### src/hdl/lrs_pkg.sv
`default_nettype none
// ---------------------------------------------------------------------------
// lrs_pkg
// Shared constants, types and helpers of the reversible LIFO stack.
// ---------------------------------------------------------------------------
package lrs_pkg;

    localparam int DEPTH      = 64;
    localparam int DATA_WIDTH = 32;
    localparam int ADDR_W     = $clog2(DEPTH);
    localparam int CNT_W      = $clog2(DEPTH + 1);
    localparam int SUM_W      = ADDR_W + 2;
    localparam int CMD_W      = 2;
    localparam int VAL_W      = 32;
    localparam int STAT_W     = 2;
    localparam int OCNT_W     = 7;

    typedef enum logic [CMD_W-1:0] {
        CMD_PUSH = 2'd0,
        CMD_POP  = 2'd1,
        CMD_REV  = 2'd2
    } t_cmd;

    typedef enum logic [STAT_W-1:0] {
        STAT_OK    = 2'd0,
        STAT_EMPTY = 2'd1,
        STAT_FULL  = 2'd2
    } t_status;

    typedef enum logic {
        ST_IDLE = 1'b0,
        ST_READ = 1'b1
    } t_state;

    typedef struct packed {
        logic              wr_en;
        logic              rd_en;
        logic [ADDR_W-1:0] addr;
        t_status           status;
        logic [CNT_W-1:0]  count;
    } t_ptr_resp;

    function automatic logic [ADDR_W-1:0] ring_pos(
        input logic [ADDR_W-1:0] base,
        input logic [CNT_W-1:0]  off,
        input logic              down
    );
        logic [SUM_W-1:0] sum;
        if (down) begin
            sum = SUM_W'(base) + SUM_W'(DEPTH) - SUM_W'(off);
        end else begin
            sum = SUM_W'(base) + SUM_W'(off);
        end
        if (sum >= SUM_W'(DEPTH)) begin
            sum = sum - SUM_W'(DEPTH);
        end
        return sum[ADDR_W-1:0];
    endfunction

    function automatic logic [DATA_WIDTH-1:0] to_store(input logic signed [VAL_W-1:0] v);
        logic signed [DATA_WIDTH-1:0] w;
        w = DATA_WIDTH'(v);
        return w;
    endfunction

    function automatic logic signed [VAL_W-1:0] from_store(input logic [DATA_WIDTH-1:0] d);
        logic signed [DATA_WIDTH-1:0] w;
        w = d;
        return VAL_W'(w);
    endfunction

endpackage
`default_nettype wire

### src/hdl/lrs_ram.sv
`default_nettype none
// ---------------------------------------------------------------------------
// lrs_ram
// Generic single-port RAM with registered read data.
// ---------------------------------------------------------------------------
module lrs_ram #(
    parameter int WIDTH = 32,
    parameter int DEPTH = 64
) (
    input  wire logic                     i_clk,
    input  wire logic                     i_wr_en,
    input  wire logic                     i_rd_en,
    input  wire logic [$clog2(DEPTH)-1:0] i_addr,
    input  wire logic [WIDTH-1:0]         i_wr_data,
    output logic      [WIDTH-1:0]         o_rd_data
);

    logic [WIDTH-1:0] r_mem [DEPTH];
    logic [WIDTH-1:0] r_rd_data;

    always_ff @(posedge i_clk) begin
        if (i_wr_en) begin
            r_mem[i_addr] <= i_wr_data;
        end
        if (i_rd_en) begin
            r_rd_data <= r_mem[i_addr];
        end
    end

    assign o_rd_data = r_rd_data;

endmodule
`default_nettype wire

### src/hdl/lrs_ptr.sv
`default_nettype none
// ---------------------------------------------------------------------------
// lrs_ptr
// Base index, entry count and direction; decodes a command into a RAM access.
// ---------------------------------------------------------------------------
module lrs_ptr import lrs_pkg::*; (
    input  wire logic             i_clk,
    input  wire logic             i_rst_n,
    input  wire logic             i_accept,
    input  wire logic [CMD_W-1:0] i_cmd,
    output t_ptr_resp             o_resp
);

    logic [ADDR_W-1:0] r_base, n_base;
    logic [CNT_W-1:0]  r_count;
    logic              r_down, n_down;
    logic [ADDR_W-1:0] push_pos;
    logic [ADDR_W-1:0] top_pos;
    t_ptr_resp         resp;

    assign push_pos = ring_pos(r_base, r_count, r_down);
    assign top_pos  = ring_pos(r_base, r_count - CNT_W'(1), r_down);

    always_comb begin
        resp.wr_en  = 1'b0;
        resp.rd_en  = 1'b0;
        resp.addr   = top_pos;
        resp.status = STAT_OK;
        resp.count  = r_count;
        n_base      = r_base;
        n_down      = r_down;
        unique case (t_cmd'(i_cmd))
            CMD_PUSH: begin
                if (r_count >= CNT_W'(DEPTH)) begin
                    resp.status = STAT_FULL;
                end else begin
                    resp.wr_en = 1'b1;
                    resp.addr  = push_pos;
                    resp.count = r_count + CNT_W'(1);
                end
            end
            CMD_POP: begin
                if (r_count == '0) begin
                    resp.status = STAT_EMPTY;
                end else begin
                    resp.rd_en = 1'b1;
                    resp.count = r_count - CNT_W'(1);
                end
            end
            CMD_REV: begin
                if (r_count != '0) begin
                    n_base = top_pos;
                end
                n_down = ~r_down;
            end
            default: begin
            end
        endcase
    end

    always_ff @(posedge i_clk) begin
        if (!i_rst_n) begin
            r_base  <= '0;
            r_count <= '0;
            r_down  <= 1'b0;
        end else if (i_accept) begin
            r_base  <= n_base;
            r_count <= resp.count;
            r_down  <= n_down;
        end
    end

    assign o_resp = resp;

endmodule
`default_nettype wire

### src/hdl/reversible_lifo_stack.sv
`default_nettype none
// ---------------------------------------------------------------------------
// reversible_lifo_stack
// Bounded LIFO of signed words over a ring RAM, with push, pop and reverse.
// ---------------------------------------------------------------------------
// Timing: push, reverse and refused commands present the result in the cycle
//   after the transfer; a pop with data goes through the RAM read register.
// Throughput: one command per cycle for push and reverse while the result
//   slot is free; a pop with data holds off input during the registered RAM read.
// Reset: synchronous, active low; clears count, base, direction, the read
//   state and the output valid flag. RAM and result fields are not cleared.
module reversible_lifo_stack import lrs_pkg::*; (
    input  wire logic                     i_clk,
    input  wire logic                     i_rst_n,
    input  wire logic                     i_valid,
    output logic                          o_ready,
    input  wire logic        [CMD_W-1:0]  i_cmd,
    input  wire logic signed [VAL_W-1:0]  i_push_value,
    output logic                          o_valid,
    input  wire logic                     i_ready,
    output logic signed      [VAL_W-1:0]  o_pop_value,
    output logic             [STAT_W-1:0] o_status,
    output logic                          o_is_empty,
    output logic             [OCNT_W-1:0] o_entry_count
);

    t_state                   r_state, n_state;
    logic                     r_out_valid, n_out_valid;
    logic signed [VAL_W-1:0]  r_pop_value;
    t_status                  r_status;
    logic                     r_is_empty;
    logic        [OCNT_W-1:0] r_count;
    logic                     accept;
    logic                     ld_value;
    logic                     slot_free;
    t_ptr_resp                resp;
    logic [DATA_WIDTH-1:0]    rd_data;

    lrs_ptr u_ptr (
        .i_clk    (i_clk),
        .i_rst_n  (i_rst_n),
        .i_accept (accept),
        .i_cmd    (i_cmd),
        .o_resp   (resp)
    );

    lrs_ram #(
        .WIDTH (DATA_WIDTH),
        .DEPTH (DEPTH)
    ) u_ram (
        .i_clk     (i_clk),
        .i_wr_en   (accept && resp.wr_en),
        .i_rd_en   (accept && resp.rd_en),
        .i_addr    (resp.addr),
        .i_wr_data (to_store(i_push_value)),
        .o_rd_data (rd_data)
    );

    assign slot_free = !r_out_valid || i_ready;
    assign accept    = i_valid && o_ready;

    always_comb begin
        n_state = r_state;
        unique case (r_state)
            ST_IDLE: begin
                if (accept && resp.rd_en) begin
                    n_state = ST_READ;
                end
            end
            ST_READ: n_state = ST_IDLE;
            default: n_state = ST_IDLE;
        endcase
    end

    always_comb begin
        o_ready  = 1'b0;
        ld_value = 1'b0;
        unique case (r_state)
            ST_IDLE: o_ready  = slot_free;
            ST_READ: ld_value = 1'b1;
            default: begin
            end
        endcase
    end

    always_comb begin
        n_out_valid = r_out_valid;
        if (accept) begin
            n_out_valid = !resp.rd_en;
        end else if (ld_value) begin
            n_out_valid = 1'b1;
        end else if (i_ready) begin
            n_out_valid = 1'b0;
        end
    end

    always_ff @(posedge i_clk) begin
        if (!i_rst_n) begin
            r_state     <= ST_IDLE;
            r_out_valid <= 1'b0;
        end else begin
            r_state     <= n_state;
            r_out_valid <= n_out_valid;
        end
    end

    // hold result fields; pop data is loaded from the RAM read in the read state
    always_ff @(posedge i_clk) begin
        if (accept) begin
            r_status    <= resp.status;
            r_count     <= OCNT_W'(resp.count);
            r_is_empty  <= (resp.count == '0);
            r_pop_value <= '0;
        end else if (ld_value) begin
            r_pop_value <= from_store(rd_data);
        end
    end

    assign o_valid       = r_out_valid;
    assign o_pop_value   = r_pop_value;
    assign o_status      = r_status;
    assign o_is_empty    = r_is_empty;
    assign o_entry_count = r_count;

    a_read_blocks_input: assert property (@(posedge i_clk) disable iff (!i_rst_n)
        (r_state == ST_READ) |-> !o_ready)
        else $error("input taken during RAM read");

    a_read_delivers: assert property (@(posedge i_clk) disable iff (!i_rst_n)
        (r_state == ST_READ) |=> (o_valid && r_state == ST_IDLE))
        else $error("pop result not loaded after read");

    a_pop_goes_read: assert property (@(posedge i_clk) disable iff (!i_rst_n)
        (accept && resp.rd_en) |=> (r_state == ST_READ && !o_valid))
        else $error("pop with data did not start a read");

    a_empty_pop_zero: assert property (@(posedge i_clk) disable iff (!i_rst_n)
        (o_valid && o_status == STAT_EMPTY) |-> (o_pop_value == '0 && o_is_empty))
        else $error("refused pop returned data");

endmodule
`default_nettype wire
### config.mk
export PLATFORM = sky130hd
export DESIGN_NAME = reversible_lifo_stack
export DESIGN_NICKNAME = d
export VERILOG_FILES = /design/src/hdl/lrs_pkg.sv /design/src/hdl/lrs_ram.sv /design/src/hdl/lrs_ptr.sv /design/src/hdl/reversible_lifo_stack.sv
export SDC_FILE = /design/constraint.sdc
export NUM_CORES = 2
export LEC_CHECK = 0
export ABC_CLOCK_PERIOD_IN_PS = 8000
export BUFFER_PORTS_ARGS = -buffer_cell sky130_fd_sc_hd__buf_2
export CAP_MARGIN = 10
export CORE_ASPECT_RATIO = 0.9
export CORE_MARGIN = 2
export CORE_UTILIZATION = 50
export DETAILED_ROUTE_END_ITERATION = 12
export PLACE_DENSITY = 0.65
export SLEW_MARGIN = 5
export SYNTH_ARGS = -nofsm -noshare
export SYNTH_HDL_FRONTEND = slang
export SYNTH_SLANG_ARGS = --single-unit
### constraint.sdc
create_clock -name i_clk -period 8 [get_ports i_clk]
set_input_delay 0.4 -clock i_clk [delete_from_list [all_inputs] [get_ports i_clk]]
set_output_delay 0.4 -clock i_clk [all_outputs]
set_load 0.05 [all_outputs]
After elaboration in Yosys (flattened, before gate mapping)
Memories as Yosys holds them, arrays and structs flattened. A register that Yosys moved wholly into a read port is not among the register bits.
Index checks and enable logic that the tools add are counted.
Storage, ports and cells
  register bits: 58
  RAM bits: 2048
  input bits: 38
  output and inout bits: 44
  word-level logic and storage cells: 63
  memories: 1
Memory list
  u_ram.r_mem: depth 64, width 32, read ports 1, clocked after memory_dff 1, wr ports 1, line lrs_ram.sv:18  | logic [WIDTH-1:0] r_mem [DEPTH];
Operators by class
  add/subtract/negate cells: 9
  $lt $le $gt $ge: 3
  equal/unequal tests: 2
  multiplexer cells: 24
  bitwise logic cells: 2
  reduce and logical (&&, ||, !) cells: 13
Operators by type and width (count)
  $mux 6: 4
  $pmux 9 s2: 1
  $add 6x7->8: 2
  $ge 8x7->1 const B: 2
  $mux 8: 2
  $sub 8x7->8: 2
  $logic_not 7->1: 2
  $mux 7: 2
  $mux 1: 13
  $sub 6x1->6 const B: 2
  $add 6x7->8 const B: 1
  $add 7x1->7 const B: 1
  $ge 7x7->1 const B: 1
  $reduce_bool 7->1: 1
  $sub 7x1->7 const B: 1
  $logic_and 1x1->1: 3
  $reduce_and 3->1: 1
  $reduce_bool 3->1: 1
  $eq 2x1->1 const B: 1
  $eq 2x2->1 const B: 1
  $logic_not 1->1: 2
  $logic_not 2->1: 1
  $mux 2: 1
  $not 1->1: 2
  3 further kinds: 3

Depth between registers and ports, before layout
  depth in word-level cells: 7
  gate-level depth with buffers: 17
  depth with buffers taken out: 14

By module
A second synthesis with hierarchy kept.
Second synthesis, totals
  cells, all modules: 4605
  area, all modules: 82731.8 um2
Modules (own cells, without submodules)
  lrs_ram: times used 1, cells an instance 4239, area each 79248.5 um2, seq. area each 62459.9 um2
  lrs_ptr: times used 1, cells an instance 229, area each 1799.2 um2, seq. area each 280.3 um2
  reversible_lifo_stack: times used 1, cells an instance 137, area each 1684.1 um2, seq. area each 980.9 um2

Worst setup path before layout
OpenSTA, ideal clock, no wires.
  kind: reg-to-reg
  from: register u_ptr.r_count[0]
  to: memory u_ram.r_mem[48][0] (enable)
  library setup time: 461 ps
  arrival time: 5597 ps
  data required time: 7539 ps
  setup slack: 1942 ps
  stages on the path, launching flop included: 17
  buffers on the path: 5
  period minus slack after synthesis: 6058 ps
  path through: dfxtp_1 inv_1 ha_1 xor2_1 ha_1 buf_4 a21o_1 a211oi_1 a21oi_1 xnor2_1 mux2i_1 clkbuf_1 buf_2 buf_2 nand2_1 clkbuf_1 nor3_1
On the way
  word-level cells in the longest chain between the ends: 7
  elaborated cells on any way between the ends: 21
  those cells by class: add/sub: 7; order compare: 3; mux: 10; reduce/logical: 1
RTL lines
  start, declared: line lrs_ptr.sv:15  | logic [CNT_W-1:0] r_count;
  start signal, assigned: line lrs_ptr.sv:68  | r_count <= resp.count;
  $sub 7x1->7: line lrs_ptr.sv:22  | assign top_pos = ring_pos(r_base, r_count - CNT_W'(1), r_down);
  $sub 8x7->8 / $add 6x7->8 (equally long branches): line lrs_pkg.sv:50, lrs_pkg.sv:52
  $mux 8: line lrs_pkg.sv:49  | if (down) begin
  $ge 8x7->1 / $sub 6x1->6 (equally long branches): line lrs_pkg.sv:54, lrs_pkg.sv:55
  $mux 6: line lrs_pkg.sv:54  | if (sum >= SUM_W'(DEPTH)) begin
  $mux 6: line lrs_ptr.sv:34  | if (r_count >= CNT_W'(DEPTH)) begin
  $mux 6: line lrs_ptr.sv:32  | unique case (t_cmd'(i_cmd))
  end, declared: line lrs_ram.sv:18
Several ways; a longest one is shown, not always the timed one.

Worst setup path after layout
  from: register u_ptr.r_count[0]
  to: memory u_ram.r_mem[56][21] (enable)
Same word-level chain as after synthesis.

==> flow_metrics.env <==
export IMPL_outcome="complete, no violations"
export IMPL_path_clk_slew_ps=60
export IMPL_period_needed_ps=6140
export IMPL_finalSetupTns_ps=0
export IMPL_clockRootBuffer="clkbuf_16"
export IMPL_cap_violations=0
export IMPL_hold_viol=0
export IMPL_async_flop_share_pct=0
export IMPL_final_cells=7894
export IMPL_min_to="o_status[0]"
export IMPL_synth_edf_count=2090
export IMPL_cts_tree="built"
export IMPL_worst_hold_slack_ps=155
export IMPL_ys_seq_area_share_pct=76.8
export IMPL_r2r_end="u_ram.r_mem[56][21]"
export IMPL_slew_violations=0
export IMPL_drt_total_wl_mm=253
export IMPL_start_kind="flip-flop"
export IMPL_syn_avg_cell_area_um2=15.4
export IMPL_cp_end_kind="flip-flop"
export IMPL_die_w_um=433
export IMPL_tightestPinTransition_ps=1250
export IMPL_synth_flop_cell="edfxtp_1"
export IMPL_vias=52675
export IMPL_relSlewSlack_pct=14.3
export IMPL_dpl_hpwl_mm=136
export IMPL_postRouteAntennaNets=0
export IMPL_drt_iter0_drc=9667
export IMPL_synth_nets=5468
export IMPL_clockBufferDepth=3
export IMPL_powerDensity_nw_per_um2=288
export IMPL_timing_fmax_mhz=163
export IMPL_setup_viol=0
export IMPL_grt_pass1_wl_mm=359
export IMPL_hold_class="in -> reg"
export IMPL_layout_area_seq_um2=63700
export IMPL_numCtsBuffers=202
export IMPL_start_util_pct=50.4
export IMPL_min_path_cells=2
export IMPL_worstSetupPathType="reg -> reg"
export IMPL_synth_area_um2=82900
export IMPL_required_ps=8480
export IMPL_route_detailed_wl_per_inst_um=32.0
export IMPL_yosysUniqueCellTypes=61
export IMPL_r2r_start="u_ptr.r_count[0]"
export IMPL_htree_num_levels=4
export IMPL_fill_cells=12685
export IMPL_clock_latency_ps=860
export IMPL_finClkSkew_ps=50.1
export IMPL_syn_to_final_growth_pct=12.4
export IMPL_ios=82
export IMPL_drt_pass1_iterations=10
export IMPL_syn_inst=5402
export IMPL_avgViaCountPerCell=6.67
export IMPL_worst_ep_arrival_time_ps=6620
export IMPL_place_congestion=0.848
export IMPL_rows=141
export IMPL_reg2reg_depth=12
export IMPL_rsz0062_at_grt="false"
export IMPL_dp_cells=7510
export IMPL_cts_repair_resized=0
export IMPL_drive_gt1_share_pct=11.6
export IMPL_antenna_found_initial=14
export IMPL_dieArea_um2=169000
export IMPL_power_leakage_nw=29.8
export IMPL_die_h_um=390
export IMPL_peakVddDrop_v=0.000200
export IMPL_remaining_drc_errors=0
export IMPL_overflow=0
export IMPL_yosys_warnings=0
export IMPL_nets=5569
export IMPL_portBuffers=81
export IMPL_synth_seq_cells=2138
export IMPL_grt_max_degree=110
export IMPL_core_area_um2=164000
export IMPL_cts_sinks=2138
export IMPL_fin_crit_sh_pct=76.7
export IMPL_track_usage_pct=29.5
export IMPL_rrSetupSlack_ps=1860
export IMPL_worstHoldStart="i_cmd[0]"
export IMPL_grt_pass1_vias=49882
export IMPL_multi_input_area_um2=18100
export IMPL_path_max_fanout=18
-- layout by cell type (no fill, tap or decap), types with 5 or more instances in the layout --
cell	instances
nor3b_1	5
xnor2_1	15
or4_1	34
a22oi_1	130
o22ai_4	5
dfxtp_1	47
o21ai_0	82
clkinv_1	57
nand3_1	6
a21boi_0	5
nor2_4	24
inv_6	9
mux2i_1	168
clkbuf_1	41
o21ai_1	58
buf_2	81
nor2_1	63
xor2_1	7
clkbuf_16	204
edfxtp_1	2090
a222oi_1	252
inv_1	16
a21oi_1	522
diode_2	6
nand2_1	918
a211oi_1	127
bufinv_16	14
buf_12	23
nor3_1	12
and2_1	6
ha_1	24
nand2b_1	7
nor4_1	6
buf_4	172
a2111oi_0	249
nor2b_1	12
clkinv_2	39
nor3_2	50
-- sequential cells by signal (all words and copies together) (netlist names) --
register         count
u_ram.r_mem       2048
o_pop_value         32
u_ram.o_rd_data     32
o_entry_count        7
u_ptr.r_count        7
u_ptr.r_base         6
o_status             2
o_is_empty           1
o_valid              1
r_state              1
u_ptr.r_down         1
-- area by class of cell --
| type | count | share of cell area, % |
|---|---|---|
| timing repair buffer | 280 | 2.36 |
| tap | 2216 | 2.97 |
| sequential | 2138 | 68.4 |
| clock inverter | 125 | 1.11 |
| clock buffer | 248 | 5.69 |
| inverter | 17 | 0.0685 |
| antenna | 6 | 0.0161 |
| multi-input combinational | 2864 | 19.4 |
-- report_power, final --
group | internal [W] | switching (W)
combinational | 0.00135 | 0.00375
sequential | 0.0124 | 0.0000567
clock | 0.00515 | 0.00413
-- cell usage after synthesis, types with 6 or more instances --
cell type / number / area, µm²
a22oi_1: 130 / 976
ha_1: 24 / 300
buf_2: 71 / 355
mux2i_1: 169 / 1690
a21oi_1: 522 / 2610
nand2_1: 921 / 3460
or4_1: 34 / 255
buf_1: 26 / 97.6
clkbuf_1: 267 / 1000
a211oi_1: 130 / 976
and2_1: 6 / 37.5
edfxtp_1: 2090 / 62800
a2111oi_0: 251 / 2200
inv_1: 16 / 60.1
buf_4: 8 / 60.1
nor2_1: 89 / 334
xnor2_1: 15 / 131
a222oi_1: 252 / 2520
nand3_1: 6 / 30.0
o21ai_1: 58 / 290
nor2b_1: 12 / 75.1
dfxtp_1: 48 / 961
nor3_1: 62 / 310
buf_6: 11 / 124
xor2_1: 7 / 61.3
o21ai_0: 82 / 410
nor4_1: 6 / 37.5
nand2b_1: 9 / 56.3
o22ai_1: 8 / 50.1
-- stage by stage --
stage,power [W],setup WS [ps],cell area [µm²],utilization [%]
3_5_place_dp,0.0177,2010,86800,52.8
2_1_floorplan,0.0154,1940,82900,-
4_1_cts,0.0268,1980,93200,56.7
3_3_place_gp,0.0176,1980,86800,52.8
6_report,0.0269,1860,93200,56.7
5_1_grt,0.0276,1530,93200,56.7
-- timing repair --
action / 4_1_cts / 5_1_grt
buffers inserted: 0 / 0
endpoints found under the hold margin: 16 / 5
hold buffers: 3 / 1
-- critical path, cell delays in order (launching register included) --
cell and delay [ps]:
dfxtp_1 540, inv_1 190, ha_1 310, xor2_1 240, ha_1 430, a21o_1 240
a211oi_1 260, a21oi_1 90, xnor2_1 260, mux2i_4 920, nand2_1 870, nor2_4 890
buf_4 490
-- kinds of logic (layout without fill, tap and decap cells) --
kind of cell,count (synthesis),in the layout,synth area share (%)
compound gates,1471,1471,12.6
xor+xnor,22,22,0.232
fa+ha+maj,28,28,0.459
buf+inv,400,670,2.05
flops,2138,2138,76.8
mux,174,174,2.11
other cells,0,6,0
simple gates,1169,1169,5.75
-- routing by layer --
metal	vias up	global-route usage [%]	part of all wire (%)
met5	-	0	0.032
met4	12	13.0	4.7
met3	527	5.87	12
met2	3739	43.9	44
met1	26561	42.4	39
li1	21836	-	-
-- worst max path at each step --
stage	to	cells past startpoint	startpoint
6_report	u_ram.r_mem[56][21]	12	u_ptr.r_count[0]
4_1_cts	u_ram.o_rd_data[4]	13	u_ptr.r_count[0]
5_1_grt	u_ram.r_mem[56][21]	12	u_ptr.r_count[0]
3_5_place_dp	u_ram.r_mem[62][24]	12	u_ptr.r_count[0]
3_3_place_gp	u_ram.o_rd_data[25]	14	u_ptr.r_count[0]
2_1_floorplan	u_ram.r_mem[48][0]	16	u_ptr.r_count[0]
(Power assumes the default switching activity.)
